<file path="config.mk">
export PLATFORM = sky130hd
export DESIGN_NAME = scfm_result_q
export DESIGN_NICKNAME = d
export VERILOG_FILES = /design/src/rtl/serial_can_frame_mailbox_unit_defines.svh /design/src/rtl/scfm_pkg.sv /design/src/rtl/scfm_result_q.sv
export SDC_FILE = /design/constraint.sdc
export NUM_CORES = 1
export LEC_CHECK = 0
export BUFFER_PORTS_ARGS = -buffer_cell sky130_fd_sc_hd__buf_2
export CORE_ASPECT_RATIO = 1.1
export CORE_UTILIZATION = 57
export DETAILED_ROUTE_END_ITERATION = 8
export PLACE_DENSITY = 0.79
export SYNTH_ARGS = -nofsm -noshare
export SYNTH_HDL_FRONTEND = slang
export SYNTH_SLANG_ARGS = --single-unit
</file>
<file path="constraint.sdc">
create_clock -name clk -period 3.3 [get_ports clk]
set_clock_uncertainty 0.15 [all_clocks]
set_input_delay 0 -clock clk [delete_from_list [all_inputs] [get_ports clk]]
set_output_delay 0 -clock clk [all_outputs]
set_load 0.03 [all_outputs]
</file>
<file path="src/rtl/serial_can_frame_mailbox_unit_defines.svh">
// Assertion macros for the serial frame mailbox; clock clk, reset arst_n.
`ifndef SERIAL_CAN_FRAME_MAILBOX_UNIT_DEFINES_SVH
`define SERIAL_CAN_FRAME_MAILBOX_UNIT_DEFINES_SVH

// Same-cycle implication
`define SCFM_ASSERT_IMPLIES(label, ante, cons, msg) \
	label: assert property (@(posedge clk) disable iff (!arst_n) (ante) |-> (cons)) \
		else $error(msg);

// Next-cycle implication
`define SCFM_ASSERT_NEXT(label, ante, cons, msg) \
	label: assert property (@(posedge clk) disable iff (!arst_n) (ante) |=> (cons)) \
		else $error(msg);

`endif

</file>
<file path="src/rtl/scfm_pkg.sv">
// Shared constants, codes and types of the serial frame mailbox.
`timescale 1ns / 1ps
package scfm_pkg;

	// Field widths
	localparam int BYTE_W = 8;
	localparam int ID_W = 8;
	localparam int LEN_W = 4;
	localparam int DATA_BYTES = 8;
	localparam int DATA_W = DATA_BYTES * BYTE_W;
	localparam int GAP_LIMIT_W = 16;
	localparam int GAP_COUNT_BITS_DEF = 16;

	// Frame layout: id, length, data bytes, checksum
	localparam int FRAME_HDR = 2;
	localparam int FRAME_LEN = 11;
	localparam int STORED_BYTES = FRAME_LEN - 1;
	localparam int MAX_DATA_LEN = 8;
	localparam int CNT_W = $clog2(FRAME_LEN);

	// Mailbox and result queue
	localparam int MB_DEPTH = 256;
	localparam int MB_AW = $clog2(MB_DEPTH);
	localparam int Q_DEPTH = 4;
	localparam int Q_AW = $clog2(Q_DEPTH);
	localparam int Q_CW = Q_AW + 1;

	// Register port
	localparam int APB_DW = 32;
	localparam int REG_SEL_BIT = 2;
	localparam int APB_AW = REG_SEL_BIT + 1;

	// Command codes
	localparam logic [1:0] CMD_BYTE = 2'd0;
	localparam logic [1:0] CMD_TICK = 2'd1;
	localparam logic [1:0] CMD_READ = 2'd2;

	// Result status codes
	localparam logic [1:0] ST_READ = 2'd0;
	localparam logic [1:0] ST_STORED = 2'd1;
	localparam logic [1:0] ST_DROPPED = 2'd2;

	// Register indexes
	localparam logic REG_RX_ENABLE = 1'b0;
	localparam logic REG_GAP_LIMIT = 1'b1;

	// Completed frame from the assembler
	typedef struct packed {
		logic              done;
		logic              drop;
		logic [ID_W-1:0]   id;
		logic [LEN_W-1:0]  len;
		logic [DATA_W-1:0] data;
	} frame_evt_t;

	// One result word
	typedef struct packed {
		logic [1:0]        status;
		logic [ID_W-1:0]   id;
		logic [LEN_W-1:0]  len;
		logic [DATA_W-1:0] data;
	} result_t;

endpackage

</file>
<file path="src/rtl/scfm_result_q.sv">
// Four-word result queue between the pipeline and the output channel.
`timescale 1ns / 1ps
module scfm_result_q (
	input  logic                        clk,
	input  logic                        arst_n,
	input  logic                        push,
	input  scfm_pkg::result_t           push_data,
	input  logic                        pop,
	output scfm_pkg::result_t           head,
	output logic                        not_empty,
	output logic [scfm_pkg::Q_CW-1:0]   count
);

	scfm_pkg::result_t             entries [scfm_pkg::Q_DEPTH];
	logic [scfm_pkg::Q_AW-1:0]     wr_ptr_q;
	logic [scfm_pkg::Q_AW-1:0]     rd_ptr_q;
	logic [scfm_pkg::Q_CW-1:0]     count_q;

	// Entry storage
	always_ff @(posedge clk) begin
		if (push) begin
			entries[wr_ptr_q] <= push_data;
		end
	end

	// Pointers and fill level
	always_ff @(posedge clk or negedge arst_n) begin
		if (!arst_n) begin
			wr_ptr_q <= '0;
			rd_ptr_q <= '0;
			count_q <= '0;
		end else begin
			if (push) begin
				wr_ptr_q <= wr_ptr_q + scfm_pkg::Q_AW'(1);
			end
			if (pop) begin
				rd_ptr_q <= rd_ptr_q + scfm_pkg::Q_AW'(1);
			end
			count_q <= count_q + scfm_pkg::Q_CW'(push) - scfm_pkg::Q_CW'(pop);
		end
	end

	assign head = entries[rd_ptr_q];
	assign not_empty = (count_q != '0);
	assign count = count_q;

endmodule

</file>
Yosys cells after proc, flatten, opt, wreduce, memory -nomap -nowiden
Memory sizes are Yosys's and may differ from the RTL's.
Index checks and enable logic that the tools add are counted.
W data, S select, Z words.

cells by class
  add/sub/neg operators = 4
  $mul = 0
  div/mod/pow operators = 0
  $lt $le $gt $ge = 0
  eq/ne operators = 0
  shifts and indexed selects = 0
  mux-type cells = 2
  bitwise logic cells = 0
  reduce and logical (&&, ||, !) cells = 1

operators with widths
  operator               number
  $add A2 B1 Y2 const B  2
  $add A3 B1 Y3          1
  $reduce_bool A3 Y1     1
  $sub A3 B1 Y3          1
  $mux W1                2

word-level totals
  flip-flop bits (word level) = 7
  latch bits = 0
  bits in writable memories = 312
  ROM bits = 0
  input bits = 82
  output and inout port bits = 82
  logic and storage cells = 11
  memories kept = 1

memories
  name     words  bits a word  rd ports  clocked after Yosys merged registers in  write ports  RTL line             source
  entries  4      78           1         0                                        1            scfm_result_q.sv:14  scfm_pkg::result_t entries [scfm_pkg::Q_DEPTH];

Logic depth before layout (Yosys ltp)
  depth after elaboration = 2
  mapped depth = 7

Least setup slack after synthesis
OpenSTA, ideal clock, no wires.

  path kind = register to register
  start = reg wr_ptr_q[0] (netlist bit)
  end = mem entries[0][0] (netlist bit) (enable)
  setup time = 0.445 ns
  data arrival time = 2.440 ns
  required time = 2.705 ns
  setup slack = 0.266 ns
  stages on the path, launching flop included = 4
  path buffers = 0
  clock period less this slack = 3.034 ns
  cells stage by stage = dfrtp_1 inv_1 ha_1 and2_1

RTL lines
  what                      RTL line             source
  start: declaration        scfm_result_q.sv:15  logic [scfm_pkg::Q_AW-1:0] wr_ptr_q;
  start signal: assignment  scfm_result_q.sv:34  wr_ptr_q <= wr_ptr_q + scfm_pkg::Q_AW'(1);
  end: declaration          scfm_result_q.sv:14

Straight into the memory's write port.

==> impl_results.rst <==
.. list-table::
   :header-rows: 1

   * - Metric
     - Value
   * - Commonest cells after routing, fill and taps aside
     - 312 x edfxtp_1, 163 x buf_2, 82 x dlygate4sd3_1, 78 x mux4_2, 31 x clkbuf_16
   * - Root buffer selected by CTS
     - clkbuf_16
   * - Ratio of total power to cell area
     - 940 mW/mm²
   * - Post-synthesis instance area
     - 0.0117 mm²
   * - Internal power
     - 0.00926 W
   * - Antenna cell count
     - 0
   * - Vertical die dimension
     - 152 µm
   * - Count of pins over their slew limit
     - 0
   * - Transition time at the pin with the least slew margin
     - 726 ps
   * - Buffer and inverter count on the worst path
     - 2
   * - Net Switching
     - 0.00452 W
   * - Number of warnings issued by yosys
     - 0
   * - Multi-input gate area in the final layout
     - between 0.0015 and 0.002 mm²
   * - Number of nets in the synthesized netlist
     - 530
   * - Fillers
     - 1,150
   * - Synthesized instance count
     - 441
   * - Top delay family on crit path
     - flip-flops
   * - Last weighted congestion value of the routability-driven placer
     - 0.730
   * - Element type at the critical path end
     - output pin
   * - Share of total power in combinational logic
     - 32.0%
   * - Cells along the critical path
     - buf_4, mux4_2, buf_2
   * - Post-detailed-route wirelength per cell
     - 22.1 µm
   * - Number of hold buffers added after CTS
     - 82
   * - Delay of the slowest critical-path stage
     - 870 ps
   * - Final Net Count
     - 800
   * - Syn-to-layout area delta
     - 25.1%
   * - Die Wd
     - approximately 140 µm
   * - Data required time of the critical path
     - between 3000 and 4000 ps
   * - HPWL after detailed placement
     - 12.6 mm
   * - Clock period minus worst slack
     - 2670 ps
   * - Leakage component of the power
     - ~5 nW
   * - Final global-route overflow total
     - 0
   * - Register share of total power
     - 41.6%
   * - Most common library cell in the layout ignoring fill and taps
     - edfxtp_1
   * - Post-Route Setup TNS
     - 0 ps
   * - RSZ-0062 raised after global routing
     - false
   * - Launching element type of the critical path
     - flip-flop
   * - Top-level I/O count
     - 164
   * - Final setup fails
     - 0
   * - Max rail drop VDD
     - around 0.63 mV
   * - Sw Ratio
     - 32.8%
   * - CP max FO
     - 34
   * - Total clock buffers created by CTS
     - 31
   * - CTS-repair resized insts
     - 0
   * - Number of antenna violations at the first check in global routing
     - 0
   * - Initial detailed-routing violation count
     - 364
   * - Mean post-synth cell area
     - 26.6 µm²
   * - Clock network fraction of design power
     - 26.4%
   * - CTS HTree Levels
     - 1
   * - GRT Overall Usage
     - 21.2%
   * - Total via count in the routed design
     - 5,570
   * - Worst Path Arrival
     - between 2000 and 3000 ps
   * - Number of port buffers
     - 163
   * - Result of the run
     - finished with violations
   * - Failing checks
     - design-rule violations
   * - Highest Clock Rate
     - 0.375 GHz
   * - Count of TritonRoute iterations in the first routing pass
     - 7
   * - Clock Path Buffers
     - 3
   * - CP max-delay cell
     - dfrtp_4
   * - Setup Buffers After CTS
     - 0
   * - Post-CTS clock slew at the launch and capture registers of the worst setup and hold paths
     - 60 ps
   * - Global-route wire length before repair
     - 33.7 mm
   * - Remaining antenna violation count after routing
     - 0
   * - Number of sinks on the clock net
     - 319
   * - Maximum number of pins on one net before global-route repair
     - 50
   * - Source-to-sink clock delay at the later pin of the worst-skew pair
     - 540 ps
   * - Post-detailed-route via-to-cell ratio
     - ~5.7
   * - Final hold slack
     - roughly 56 ps
   * - Number of failing hold endpoints at the final stage
     - 0
   * - Portion of the post-synthesis area used by sequential elements
     - 81.4%
   * - Cell row count
     - 54
   * - Fraction of final layout cells with drive strength greater than 1
     - 40.7%
   * - CTS tree
     - built
   * - Number of max-cap violations
     - 0
   * - Die area
     - 0.0211 mm²
   * - Via count of the first global-routing pass
     - 6,048
   * - Hold WC Path Type
     - input port to flip-flop
   * - Post-Route WL
     - 21.7 mm
   * - Starting utilization of the core area
     - 58.6%
   * - DRC
     - 10
   * - Relative slew slack
     - 51.6%
   * - WS Path Type
     - flip-flop to output pin
   * - Number of distinct standard cells referenced by the synthesized netlist
     - 16
   * - FF/Latch Area
     - roughly 0.0096 mm²
   * - Ratio of final minimum period to clock period
     - 80.8%
   * - Number of storage elements in the synthesis netlist
     - 319
   * - Area inside the core boundary
     - 0.0200 mm²
[worst register-to-register path, stage by stage, from the launching register on]
cell,delay [ps]
dfrtp_1,410
inv_1,100
ha_1,140
and2_4,610
buf_4,430
[metal layers]
layer  GRT usage (%)  routed length [µm]  vias to the layer above
met1            27.4                8560                     2903
met5               0                   0                        -
met3            3.33                1130                       36
met4            7.09                 467                        0
met2            37.3               11600                      196
li1                -                   -                     2435
[Yosys cell counts]
library cell | n | area (µm²)
edfxtp_1 | 312 | 9370
mux4_2 | 78 | 1760
buf_12 | 8 | 160
buf_2 | 8 | 40.0
dfrtp_1 | 7 | 175
ha_1 | 6 | 75.1
inv_1 | 6 | 22.5
and2_1 | 4 | 25.0
xnor2_1 | 3 | 26.3
nand2_1 | 2 | 7.51
xor2_1 | 2 | 17.5
buf_4 | 1 | 7.51
buf_6 | 1 | 11.3
fa_1 | 1 | 20.0
o21ai_0 | 1 | 5.00
or3_1 | 1 | 6.26
[power by group through the flow]
stage	clock, W	sequential [W]	combinational, W
2_1_floorplan	0	0.00558	0.00352
3_3_place_gp	0	0.00577	0.00434
3_5_place_dp	0	0.00583	0.00437
4_1_cts	0.00370	0.00575	0.00447
5_1_grt	0.00385	0.00581	0.00466
6_report	0.00364	0.00573	0.00441
[kinds of logic (layout without fill, tap and decap cells)]
group	count (synthesis)	after routing	synth area share, %
AO/OA/AOI/OAI	1	1	0.0426
XOR/XNOR	5	5	0.374
adder cells (fa/ha/maj)	7	7	0.811
buffers and inverters	24	315	2.06
flip-flops	319	319	81.4
multiplexers	78	78	15.0
AND/OR/NAND/NOR	7	7	0.331
[layout make-up]
class                      instances  area share [%]
tap                              252            2.15
sequential                       319            65.1
inverter                           6           0.154
clock inverter                    17            1.73
timing repair buffer             255            12.1
multi-input combinational         98            13.3
clock buffer                      37            5.44
[metrics by stage]
step	power (W)	setup slack [ps]	util [%]	cell area, µm²	instances
6_report	0.0138	634	73.3	14700	984
5_1_grt	0.0143	461	73.3	14700	984
4_1_cts	0.0139	539	73.3	14700	984
3_5_place_dp	0.0102	1080	64.0	12800	848
3_3_place_gp	0.0101	1150	64.0	12800	848
2_1_floorplan	0.00910	266	-	11700	441
[path summary, 6_finish.rpt]
kind | from | end | slack (ps) | depth (start not counted)
max reg2reg | wr_ptr_q[1] | entries[1][36] | 1140 | 4
min reg2reg | wr_ptr_q[0] | wr_ptr_q[0] | 390 | 1
max | rd_ptr_q[0] | head[76] | 630 | 3
min in group asynchronous | arst_n | wr_ptr_q[1] | 270 | 3
max in group asynchronous | arst_n | rd_ptr_q[0] | 2460 | 3
min | push_data[39] | entries[1][39] | 60 | 2
[registers in the layout (all words and copies together) (netlist names)]
register / count
count: 3
entries: 312
rd_ptr_q: 2
wr_ptr_q: 2
No activity file was read; power rests on OpenSTA's default activity.
