===== src/rtl/serial_can_frame_mailbox_unit_defines.svh =====
// Assertion macros for the serial frame mailbox; clock clk, reset arst_n.
`ifndef SERIAL_CAN_FRAME_MAILBOX_UNIT_DEFINES_SVH
`define SERIAL_CAN_FRAME_MAILBOX_UNIT_DEFINES_SVH

// Same-cycle implication
`define SCFM_ASSERT_IMPLIES(label, ante, cons, msg) \
	label: assert property (@(posedge clk) disable iff (!arst_n) (ante) |-> (cons)) \
		else $error(msg);

// Next-cycle implication
`define SCFM_ASSERT_NEXT(label, ante, cons, msg) \
	label: assert property (@(posedge clk) disable iff (!arst_n) (ante) |=> (cons)) \
		else $error(msg);

`endif


===== src/rtl/scfm_pkg.sv =====
// Shared constants, codes and types of the serial frame mailbox.
`timescale 1ns / 1ps
package scfm_pkg;

	// Field widths
	localparam int BYTE_W = 8;
	localparam int ID_W = 8;
	localparam int LEN_W = 4;
	localparam int DATA_BYTES = 8;
	localparam int DATA_W = DATA_BYTES * BYTE_W;
	localparam int GAP_LIMIT_W = 16;
	localparam int GAP_COUNT_BITS_DEF = 16;

	// Frame layout: id, length, data bytes, checksum
	localparam int FRAME_HDR = 2;
	localparam int FRAME_LEN = 11;
	localparam int STORED_BYTES = FRAME_LEN - 1;
	localparam int MAX_DATA_LEN = 8;
	localparam int CNT_W = $clog2(FRAME_LEN);

	// Mailbox and result queue
	localparam int MB_DEPTH = 256;
	localparam int MB_AW = $clog2(MB_DEPTH);
	localparam int Q_DEPTH = 4;
	localparam int Q_AW = $clog2(Q_DEPTH);
	localparam int Q_CW = Q_AW + 1;

	// Register port
	localparam int APB_DW = 32;
	localparam int REG_SEL_BIT = 2;
	localparam int APB_AW = REG_SEL_BIT + 1;

	// Command codes
	localparam logic [1:0] CMD_BYTE = 2'd0;
	localparam logic [1:0] CMD_TICK = 2'd1;
	localparam logic [1:0] CMD_READ = 2'd2;

	// Result status codes
	localparam logic [1:0] ST_READ = 2'd0;
	localparam logic [1:0] ST_STORED = 2'd1;
	localparam logic [1:0] ST_DROPPED = 2'd2;

	// Register indexes
	localparam logic REG_RX_ENABLE = 1'b0;
	localparam logic REG_GAP_LIMIT = 1'b1;

	// Completed frame from the assembler
	typedef struct packed {
		logic              done;
		logic              drop;
		logic [ID_W-1:0]   id;
		logic [LEN_W-1:0]  len;
		logic [DATA_W-1:0] data;
	} frame_evt_t;

	// One result word
	typedef struct packed {
		logic [1:0]        status;
		logic [ID_W-1:0]   id;
		logic [LEN_W-1:0]  len;
		logic [DATA_W-1:0] data;
	} result_t;

endpackage


===== src/rtl/scfm_frame_asm.sv =====
// Frame assembler: byte counter, gap timer and the ten-byte frame buffer.
`timescale 1ns / 1ps
module scfm_frame_asm #(
	parameter int GapCountBits = scfm_pkg::GAP_COUNT_BITS_DEF
) (
	input  logic                                 clk,
	input  logic                                 arst_n,
	input  logic                                 accept,
	input  logic [1:0]                           cmd,
	input  logic [scfm_pkg::BYTE_W-1:0]          rx_byte,
	input  logic                                 rx_enable,
	input  logic [scfm_pkg::GAP_LIMIT_W-1:0]     gap_limit,
	output scfm_pkg::frame_evt_t                 evt
);

	localparam int CmpW = (GapCountBits > scfm_pkg::GAP_LIMIT_W) ?
		GapCountBits : scfm_pkg::GAP_LIMIT_W;
	localparam int LenMax = (1 << scfm_pkg::LEN_W) - 1;

	logic [scfm_pkg::BYTE_W-1:0] frame_bytes_q [scfm_pkg::STORED_BYTES];
	logic [scfm_pkg::CNT_W-1:0]  byte_count_q;
	logic [GapCountBits-1:0]     gap_count_q;

	logic                        tick_take;
	logic                        byte_take;
	logic                        restart;
	logic                        done;
	logic [scfm_pkg::CNT_W-1:0]  eff_count;
	logic [scfm_pkg::BYTE_W-1:0] len_byte;

	// Decode the word and the frame position
	always_comb begin
		tick_take = accept && (cmd == scfm_pkg::CMD_TICK);
		byte_take = accept && (cmd == scfm_pkg::CMD_BYTE) && rx_enable;
		restart = CmpW'(gap_count_q) > CmpW'(gap_limit);
		eff_count = restart ? '0 : byte_count_q;
		done = byte_take && (eff_count >= scfm_pkg::CNT_W'(scfm_pkg::STORED_BYTES));
		len_byte = frame_bytes_q[1];
	end

	// Frame fields; checksum byte is never stored
	always_comb begin
		evt.done = done;
		evt.id = frame_bytes_q[0];
		evt.drop = len_byte > scfm_pkg::BYTE_W'(scfm_pkg::MAX_DATA_LEN);
		evt.len = (len_byte > scfm_pkg::BYTE_W'(LenMax)) ?
			scfm_pkg::LEN_W'(LenMax) : len_byte[scfm_pkg::LEN_W-1:0];
		for (int k = 0; k < scfm_pkg::DATA_BYTES; k++) begin
			evt.data[k*scfm_pkg::BYTE_W +: scfm_pkg::BYTE_W] =
				frame_bytes_q[scfm_pkg::FRAME_HDR + k];
		end
	end

	// Counter and saturating gap timer
	always_ff @(posedge clk or negedge arst_n) begin
		if (!arst_n) begin
			byte_count_q <= '0;
			gap_count_q <= '0;
		end else begin
			if (tick_take && (gap_count_q != '1)) begin
				gap_count_q <= gap_count_q + GapCountBits'(1);
			end else if (byte_take) begin
				gap_count_q <= '0;
			end
			if (byte_take) begin
				byte_count_q <= done ? '0 : eff_count + scfm_pkg::CNT_W'(1);
			end
		end
	end

	// Frame buffer, each byte written at its position
	always_ff @(posedge clk) begin
		for (int k = 0; k < scfm_pkg::STORED_BYTES; k++) begin
			if (byte_take && !done && (eff_count == scfm_pkg::CNT_W'(k))) begin
				frame_bytes_q[k] <= rx_byte;
			end
		end
	end

endmodule


===== config.mk =====
export PLATFORM = sky130hd
export DESIGN_NAME = scfm_frame_asm
export DESIGN_NICKNAME = d
export VERILOG_FILES = /design/src/rtl/serial_can_frame_mailbox_unit_defines.svh /design/src/rtl/scfm_pkg.sv /design/src/rtl/scfm_frame_asm.sv
export SDC_FILE = /design/constraint.sdc
export NUM_CORES = 1
export LEC_CHECK = 0
export ABC_AREA = 1
export BUFFER_PORTS_ARGS = -buffer_cell sky130_fd_sc_hd__buf_2
export CAP_MARGIN = 10
export CELL_PAD_IN_SITES_DETAIL_PLACEMENT = 1
export CELL_PAD_IN_SITES_GLOBAL_PLACEMENT = 1
export CORE_ASPECT_RATIO = 0.9
export CORE_MARGIN = 2
export CORE_UTILIZATION = 42
export DETAILED_ROUTE_END_ITERATION = 12
export PLACE_DENSITY_LB_ADDON = 0.2
export SLEW_MARGIN = 20
export SYNTH_ARGS = -nofsm -noshare
export SYNTH_HDL_FRONTEND = slang
export SYNTH_SLANG_ARGS = --single-unit

===== constraint.sdc =====
create_clock -name clk -period 4.7 [get_ports clk]
set_clock_uncertainty 0.05 [all_clocks]
set_input_delay 0.94 -clock clk [delete_from_list [all_inputs] [get_ports clk]]
set_output_delay 0.94 -clock clk [all_outputs]
set_load 0.03 [all_outputs]

======== Yosys cells after proc, flatten, opt, wreduce, memory -nomap -nowiden ========
Memory sizes are Yosys's and may differ from the RTL's.
Cells that the tools add are included.
Widths: inputs -> output; s select.
word-level totals
  register bits after elaboration ......... 20
  bits in writable memories ............... 80
  input bits .............................. 30
  output and inout bits ................... 78
  memories ................................ 1
operators by class
  add/sub/neg operators ................... 2
  $lt $le $gt $ge ......................... 4
  equality and inequality tests ........... 11
  muxes and demuxes ....................... 52
  reductions and logical operators ........ 29
memory list
  name           depth  width  rd ports  clocked after Yosys merged registers in  wr ports  line                  source
  frame_bytes_q  10     8      10        0                                        1         scfm_frame_asm.sv:20  logic [scfm_pkg::BYTE_W-1:0] frame_bytes_q [scfm_pkg::STORED_BYTES];
operators by type and width
  operator               count
  $mux 8                 9
  $reduce_or 8->1        9
  $mux 4                 12
  $mux 16                2
  $mux 1                 29
  $add 16x1->16 const B  1
  $eq 4x3->1 const B     4
  $gt 16x16->1           1
  $gt 8x4->1 const B     2
  $logic_and 1x1->1      16
  $ne 16x16->1 const B   1
  $eq 4x2->1 const B     2
  $eq 4x4->1 const B     2
  $add 4x1->4 const B    1
  $eq 4x1->1 const B     1
  $ge 4x4->1 const B     1
  $logic_not 4->1        1
  $eq 2x1->1 const B     1
  $logic_not 2->1        1
  $reduce_bool 2->1      1
  $logic_not 1->1        1

======== Depth between registers and ports, before layout ========
Gate-level depths: netlist (run 1).
  depth in word-level cells ............... 19
  gate-level depth with buffers ........... 19

======== Worst setup path before layout (run 1) ========
No wires, ideal clock.
  path type ............................... input -> output
  start point ............................. input gap_limit[15] (netlist name)
  end point ............................... output evt[77] (netlist name)
  arrival ................................. 3.009 ns
  data required time ...................... 3.710 ns
  setup slack ............................. 0.701 ns
  stages .................................. 13
  buffers on the path ..................... 1
  path through ............................ inv_1 ha_1 nand2_1 nor3_1 nand2_1 nand2_1 nand2_2 nand2_1 inv_1 ha_1 o311ai_1 nor2_1 buf_4
on the way
  longest elaborated chain between the ends .. 4
RTL lines
  item               line                  source
  from (decl)        scfm_frame_asm.sv:12  input logic [scfm_pkg::GAP_LIMIT_W-1:0] gap_limit,
  $gt 16x16->1       scfm_frame_asm.sv:35  restart = CmpW'(gap_count_q) > CmpW'(gap_limit);
  $mux 4             scfm_frame_asm.sv:36  eff_count = restart ? '0 : byte_count_q;
  $ge 4x4->1         scfm_frame_asm.sv:37  done = byte_take && (eff_count >= scfm_pkg::CNT_W'(scfm_pkg::STORED_BYTES));
  $logic_and 1x1->1  scfm_frame_asm.sv:37
  to (decl)          scfm_frame_asm.sv:13  output scfm_pkg::frame_evt_t evt
No other way between the ends.

==> impl_metrics.tcl, run 1 <==
set metrics [dict create \
    status "finished, final reports clean" \
    rr_startpoint "gap_count_q[11]" \
    setup_tns_ns 0 \
    grt_pass1_vias 3053 \
    path_class "in2out" \
    hold_class "in2async" \
    yosysUniqueCellTypes 29 \
    dr.first_iter.drc_count 139 \
    cts_max_path_buffers 2 \
    netlist_area_sq_mm 0.004243 \
    r2r_cells 13 \
    finalHoldViolCount 0 \
    rows 34 \
    critPathLaunchType "input port" \
    switching_power_mw 0.5143 \
    max_freq_mhz 242.9 \
    wl_per_cell_um 18.07 \
    maxCapViolations 0 \
    path_cells "buf_2 > inv_1 > ha_1 > nand4_1 > nor3_1 > nand2_1 > nand2_1 > nand2_2 > nand2_1 > inv_1 > ha_1 > o311ai_1 > nor2_1 > buf_2" \
    clkLatencyLatePin_ns 0.36 \
    layout-drive-gt1-share_pct 32.60 \
    cts_tree "yes" \
    synthToLayoutAreaGrowth_pct 21.11 \
    hold_buffers 0 \
    setup_slack_ns 0.5830 \
    seqPwrFrac_pct 55.6 \
    ys_warn_count 0 \
    grt_remaining_overflow 0 \
    synth_top_cell_by_area "edfxtp_1" \
    cts_resized 0 \
    place.port_buffers 107 \
    tightest_slew_ns 0.6195 \
    finish.net_count 503 \
    antenna_found_initial 0 \
    grt_start_max_net_pins 21 \
    gp_congestion 0.7759 \
    powerDensity_mw_per_mm2 360.1 \
    timing.critical_path.to "evt[77]" \
    via_count 2891 \
    syn_inst 334 \
    place_ws_ns 0.5957 \
    timing.hold.ws_ns 0.4810 \
    seq_area_sq_mm 0.002903 \
    setup_viol 0 \
    cpMaxStageDelayCell "o311ai_1" \
    synthTopCellsByArea "edfxtp_1 (57%), dfrtp_1 (12%), ha_1 (6.2%)" \
    final_core_util_pct 52.75 \
    grt_pass1_wl_um 16430 \
    first_pass_iters 4 \
    track_usage_pct 20.58 \
    h-tree-depth 3 \
    seq_area_frac_synth_pct 68.42 \
    fin_crit_sh_pct 87.60 \
    p_sw_share_pct 27.79 \
    numCtsBuffers 9 \
    p_int_mw 1.336 \
    fill_cells 1082 \
    cp_slowest_stage_delay_ns 0.37 \
    cts_root_buf "clkbuf_8" \
    cts_num_sinks 100 \
    leakage_nw 2.268 \
    io_pins 108 \
    synth_area_per_cell_sq_um 12.70 \
    power.total_mw 1.850 \
    yosysTopAreaCellShare_pct 56.62 \
    crit_arrival_ns 3.13 \
    cpMostUsedCell "nand2_1" \
    hpwlAfterDp_um 7909 \
    multi_input_area_sq_mm 0.001107 \
    clkPwrFrac_pct 30.7 \
    coreArea_sq_mm 0.009742 \
    critPathLaunch "gap_limit[11]" \
    relSlewSlack_pct 58.55 \
    grt_setup_unrepaired "no" \
    cts_setup_buffers 0 \
    initial_core_util_pct 43.55 \
    maxSlewViolCount 0 \
    crit_fanout 9 \
    ys_ff_latch 100 \
    r2r_setup_slack_ns 1.19 \
    die_h_um 99.35 \
    drt-total-wl_um 10530 \
    drc 0 \
    antenna-diode-count 0 \
    post-route-min-period_ns 4.117 \
    die-area_sq_mm 0.01092 \
    synthesis.nets 385 \
    clk_pin_slew_ns 0.09 \
    ir_worst_vdd_mv 0.1787 \
    comb_power_share_pct 13.6 \
    worstPathRequired_ns 3.71 \
    die-width_um 109.9 \
    endpoint_kind "primary output" \
    viasPerCell 4.959 \
    timing.rr.end "frame_bytes_q[2][7]" \
    final_antenna_net_count 0 \
]
## worst min path at each step
stage                                 end  slack [ns]  cells past startpoint
after floorplan           byte_count_q[0]        0.44                      2
after global routing       gap_count_q[5]        0.48                      1
after detailed placement  byte_count_q[1]        0.49                      2
final                     gap_count_q[12]        0.48                      1
after CTS                 gap_count_q[12]        0.48                      1
after global placement    byte_count_q[1]        0.49                      2
## area by class of cell
| type | instances | share of cell area (%) |
|---|---|---|
| repair buffers | 111 | 11.01 |
| clock inverters | 6 | 1.461 |
| inverters | 54 | 3.944 |
| well taps | 126 | 3.068 |
| flip-flops and latches | 100 | 56.49 |
| multi-input cells | 176 | 21.55 |
| clock buffers | 10 | 2.484 |
## power by group through the flow
stage | clock, mW | combinational, mW | sequential, mW
after floorplan | 0 | 0.161 | 1.05
after global placement | 0 | 0.234 | 1.05
final | 0.569 | 0.253 | 1.03
after detailed placement | 0 | 0.256 | 1.05
after global routing | 0.621 | 0.289 | 1.04
after CTS | 0.584 | 0.257 | 1.03
## metal layers
metal	part of all wire [%]	GRT usage (%)
met5	0	0
met4	0.77	5.453
met3	4.9	4.718
met2	50	33.79
met1	44	27.61
## registers in the layout, indices dropped and copies added (netlist names)
name,cells
gap_count_q,16
byte_count_q,4
frame_bytes_q,80
## critical path, delay by kind of cell
| family | cells | cell delay, ns |
|---|---|---|
| AND/OR/NAND/NOR | 7 | 0.91 |
| adder cells (fa/ha/maj) | 2 | 0.52 |
| AO/OA/AOI/OAI | 1 | 0.37 |
| buffers and inverters | 4 | 0.37 |
## stage by stage
stage | instances | cell area [sq um]
2_1_floorplan | 334 | 4243
3_3_place_gp | 567 | 4936
3_5_place_dp | 567 | 4936
4_1_cts | 583 | 5139
5_1_grt | 583 | 5139
6_report | 583 | 5139
## Yosys cell counts
| cell | number |
|---|---|
| o22ai_1 | 2 |
| o21ai_0 | 10 |
| o21ai_2 | 3 |
| nand3b_1 | 3 |
| dfrtp_1 | 20 |
| o211ai_1 | 1 |
| nand3_2 | 2 |
| o311ai_1 | 1 |
| a21o_1 | 1 |
| nand2_1 | 51 |
| nor2_1 | 18 |
| or2_2 | 5 |
| ha_1 | 21 |
| inv_1 | 54 |
| nor2_4 | 1 |
| edfxtp_1 | 80 |
| nor3_2 | 2 |
| o22ai_2 | 5 |
| nand4_1 | 9 |
| nand3_1 | 17 |
| xor2_1 | 7 |
| clkbuf_1 | 1 |
| a21oi_1 | 6 |
| nor4_1 | 1 |
| nor3_1 | 5 |
| buf_6 | 1 |
| nand2_4 | 2 |
| buf_4 | 2 |
| nand2_2 | 3 |
## cells by family (layout without fill, tap and decap cells)
family	count (synthesis)	in the layout	share of synthesized area, %
and+or+nand+nor	119	119	13.62
buffers and inverters	58	181	5.485
xor gates and xnor gates	7	7	1.445
adders and majority gates	21	21	6.193
AOI/OAI and AO/OA	29	29	4.837
DFF	100	100	68.42
## cells in the final DEF (no fill, tap or decap), types with 4 or more instances in the layout
| master | n |
|---|---|
| buf_4 | 4 |
| o21ai_0 | 10 |
| buf_2 | 107 |
| dfrtp_1 | 20 |
| inv_1 | 54 |
| xor2_1 | 7 |
| nor3_1 | 5 |
| nand3_1 | 17 |
| clkbuf_8 | 9 |
| nand4_1 | 9 |
| nor2_1 | 18 |
| ha_1 | 21 |
| or2_2 | 5 |
| a21oi_1 | 6 |
| nand2_1 | 51 |
| o22ai_2 | 5 |
| edfxtp_1 | 80 |
(Power assumes the default switching activity.)
==> run 2: changes to the inputs <==
CELL_PAD_IN_SITES_DETAIL_PLACEMENT = 0   (was 1)
CELL_PAD_IN_SITES_GLOBAL_PLACEMENT = 2   (was 1)
CORE_UTILIZATION = 34   (was 42)
==> run 2 against run 1 <==
  * Register-to-register slack worse by 0.19 ns
  * Clock power up 31%
  * Sequential power is essentially flat
  * Sequential share of layout area decreased by 1.6 points
  * Cell count up 5.8%
  * Maximum frequency down 5.4%
  * Global-route usage decreased by 6.0 points
  * Power grew 9.0%
  * Combinational power down 4%
  * Cell area rose by 2.8%
  * Setup slack worse by 0.24 ns
  * Largest cell class unchanged
==> impl_metrics.tcl, run 2 (same netlist as run 1, synthesis figures left out) <==
set metrics [dict create \
    clk_pin_slew_ns 0.07 \
    ir_worst_vdd_mv 0.1511 \
    initial_core_util_pct 34.99 \
    cpMaxStageDelayCell "o311ai_1" \
    gp_congestion 0.7493 \
    design_area_sq_mm 0.005285 \
    status "finished, final reports clean" \
    crit_arrival_ns 3.36 \
    top_register "frame_bytes_q" \
    largest_reg_flops 80 \
    post-route-min-period_ns 4.353 \
    path_cells "buf_2 > inv_1 > ha_1 > nand2_1 > nor3_1 > nand3_1 > nand2_2 > nand2_1 > ha_1 > o311ai_1 > nor2_1 > buf_2" \
    place_area_sq_mm 0.004979 \
    cts_tree "yes" \
    dr.first_iter.drc_count 193 \
    grt_remaining_overflow 0 \
    hold_class "reg2reg" \
    die-width_um 121.8 \
    track_usage_pct 14.59 \
    cp_slowest_stage_delay_ns 0.57 \
    timing.hold.ws_ns 0.5039 \
    io_pins 108 \
    maxSlewViolCount 0 \
    place.port_buffers 107 \
    numCtsBuffers 9 \
    final_cell_mix "buf_2 (107), edfxtp_1 (80), inv_1 (54), nand2_1 (51), ha_1 (21)" \
    max_freq_mhz 229.7 \
    grt_setup_unrepaired "no" \
    critPathLaunchType "input port" \
    coreArea_sq_mm 0.01212 \
    path_buf_inv 3 \
    powerDensity_mw_per_mm2 381.5 \
    final_common_cell "buf_2" \
    layout-drive-gt1-share_pct 32.82 \
    cts_num_sinks 100 \
    wl_per_cell_um 15.42 \
    path_class "in2out" \
    die_h_um 110.0 \
    cts_setup_buffers 0 \
    clkLatencyLatePin_ns 0.34 \
    power.total_mw 2.016 \
    hold_buffers 0 \
    die-area_sq_mm 0.01339 \
    cts_resized 0 \
    rows 38 \
    antenna-diode-count 0 \
    relSlewSlack_pct 49.35 \
    drt-total-wl_um 9513 \
    top_regs "frame_bytes_q: 80 flops, gap_count_q: 16 flops, byte_count_q: 4 flops" \
    grt_pass1_vias 2616 \
    first_pass_iters 4 \
    fill_cells 1137 \
    tightest_slew_ns 0.7570 \
    r2r_setup_slack_ns 1.00 \
    path_delay_family "simple AND/OR/NAND/NOR gates" \
    fin_crit_sh_pct 92.62 \
    synthToLayoutAreaGrowth_pct 24.57 \
    grt_start_max_net_pins 21 \
    antenna_found_initial 0 \
    cts_max_path_buffers 2 \
    crit_fanout 9 \
    drc 0 \
    hpwlAfterDp_um 7029 \
    final_antenna_net_count 0 \
    cts_root_buf "clkbuf_16" \
    endpoint_kind "primary output" \
    finish.net_count 503 \
    h-tree-depth 3 \
    finalHoldViolCount 0 \
    setup_tns_ns 0 \
    setup_viol 0 \
    grt_pass1_wl_um 14340 \
    leakage_nw 2.314 \
    viasPerCell 4.415 \
    worstPathRequired_ns 3.71 \
    via_count 2724 \
    maxCapViolations 0 \
]
run 2: metal layers:
| layer | routed length [um] | GRT usage [%] | share of wire (%) | vias up |
|---|---|---|---|---|
| met5 | 0 | 0 | 0 | - |
| met4 | 70 | 4.187 | 0.74 | 0 |
| met3 | 404 | 4.372 | 4.2 | 4 |
| met2 | 4261 | 21.35 | 45 | 64 |
| met1 | 4777 | 21.06 | 50 | 1276 |
| li1 | - | - | - | 1380 |
run 2: per-stage QoR:
step,std cells,setup WS [ns],utilization [%]
after global routing,617,0.009802,43.59
after global placement,601,0.3534,41.06
after CTS,617,0.3583,43.59
final,617,0.3469,43.59
after floorplan,334,0.7014,-
after detailed placement,601,0.3717,41.06
run 2: worst paths after layout:
check,cells after the start,to,startpoint
setup / recovery,12,evt[77],gap_limit[15]
hold / removal,2,byte_count_q[0],byte_count_q[0]
setup reg to reg,10,frame_bytes_q[8][0],gap_count_q[11]
hold reg to reg,2,byte_count_q[0],byte_count_q[0]
max in group asynchronous,1,gap_count_q[6],arst_n
min in group asynchronous,1,gap_count_q[12],arst_n
run 2: power breakdown:
group / switching (mW) / internal [mW] / total, mW
clock network: 0.325 / 0.421 / 0.745
registers: 0.0346 / 0.994 / 1.03
logic: 0.157 / 0.0857 / 0.242
total: 0.516 / 1.50 / 2.02
run 2: final cells by class:
| type | instances | area [sq um] | area share [%] |
|---|---|---|---|
| well taps | 160 | 200.2 | 3.788 |
| clock buffers | 9 | 225.2 | 4.261 |
| flip-flops and latches | 100 | 2903 | 54.92 |
| multi-input cells | 176 | 1107 | 20.95 |
| repair buffers | 111 | 565.5 | 10.70 |
| clock inverters | 7 | 81.33 | 1.539 |
| inverters | 54 | 202.7 | 3.835 |
run 2: tightest hold or removal path, cell delays in order, from the launching register on:
cell	delay (ns)
dfrtp_1	0.39
nand2_1	0.07
nand2_1	0.06
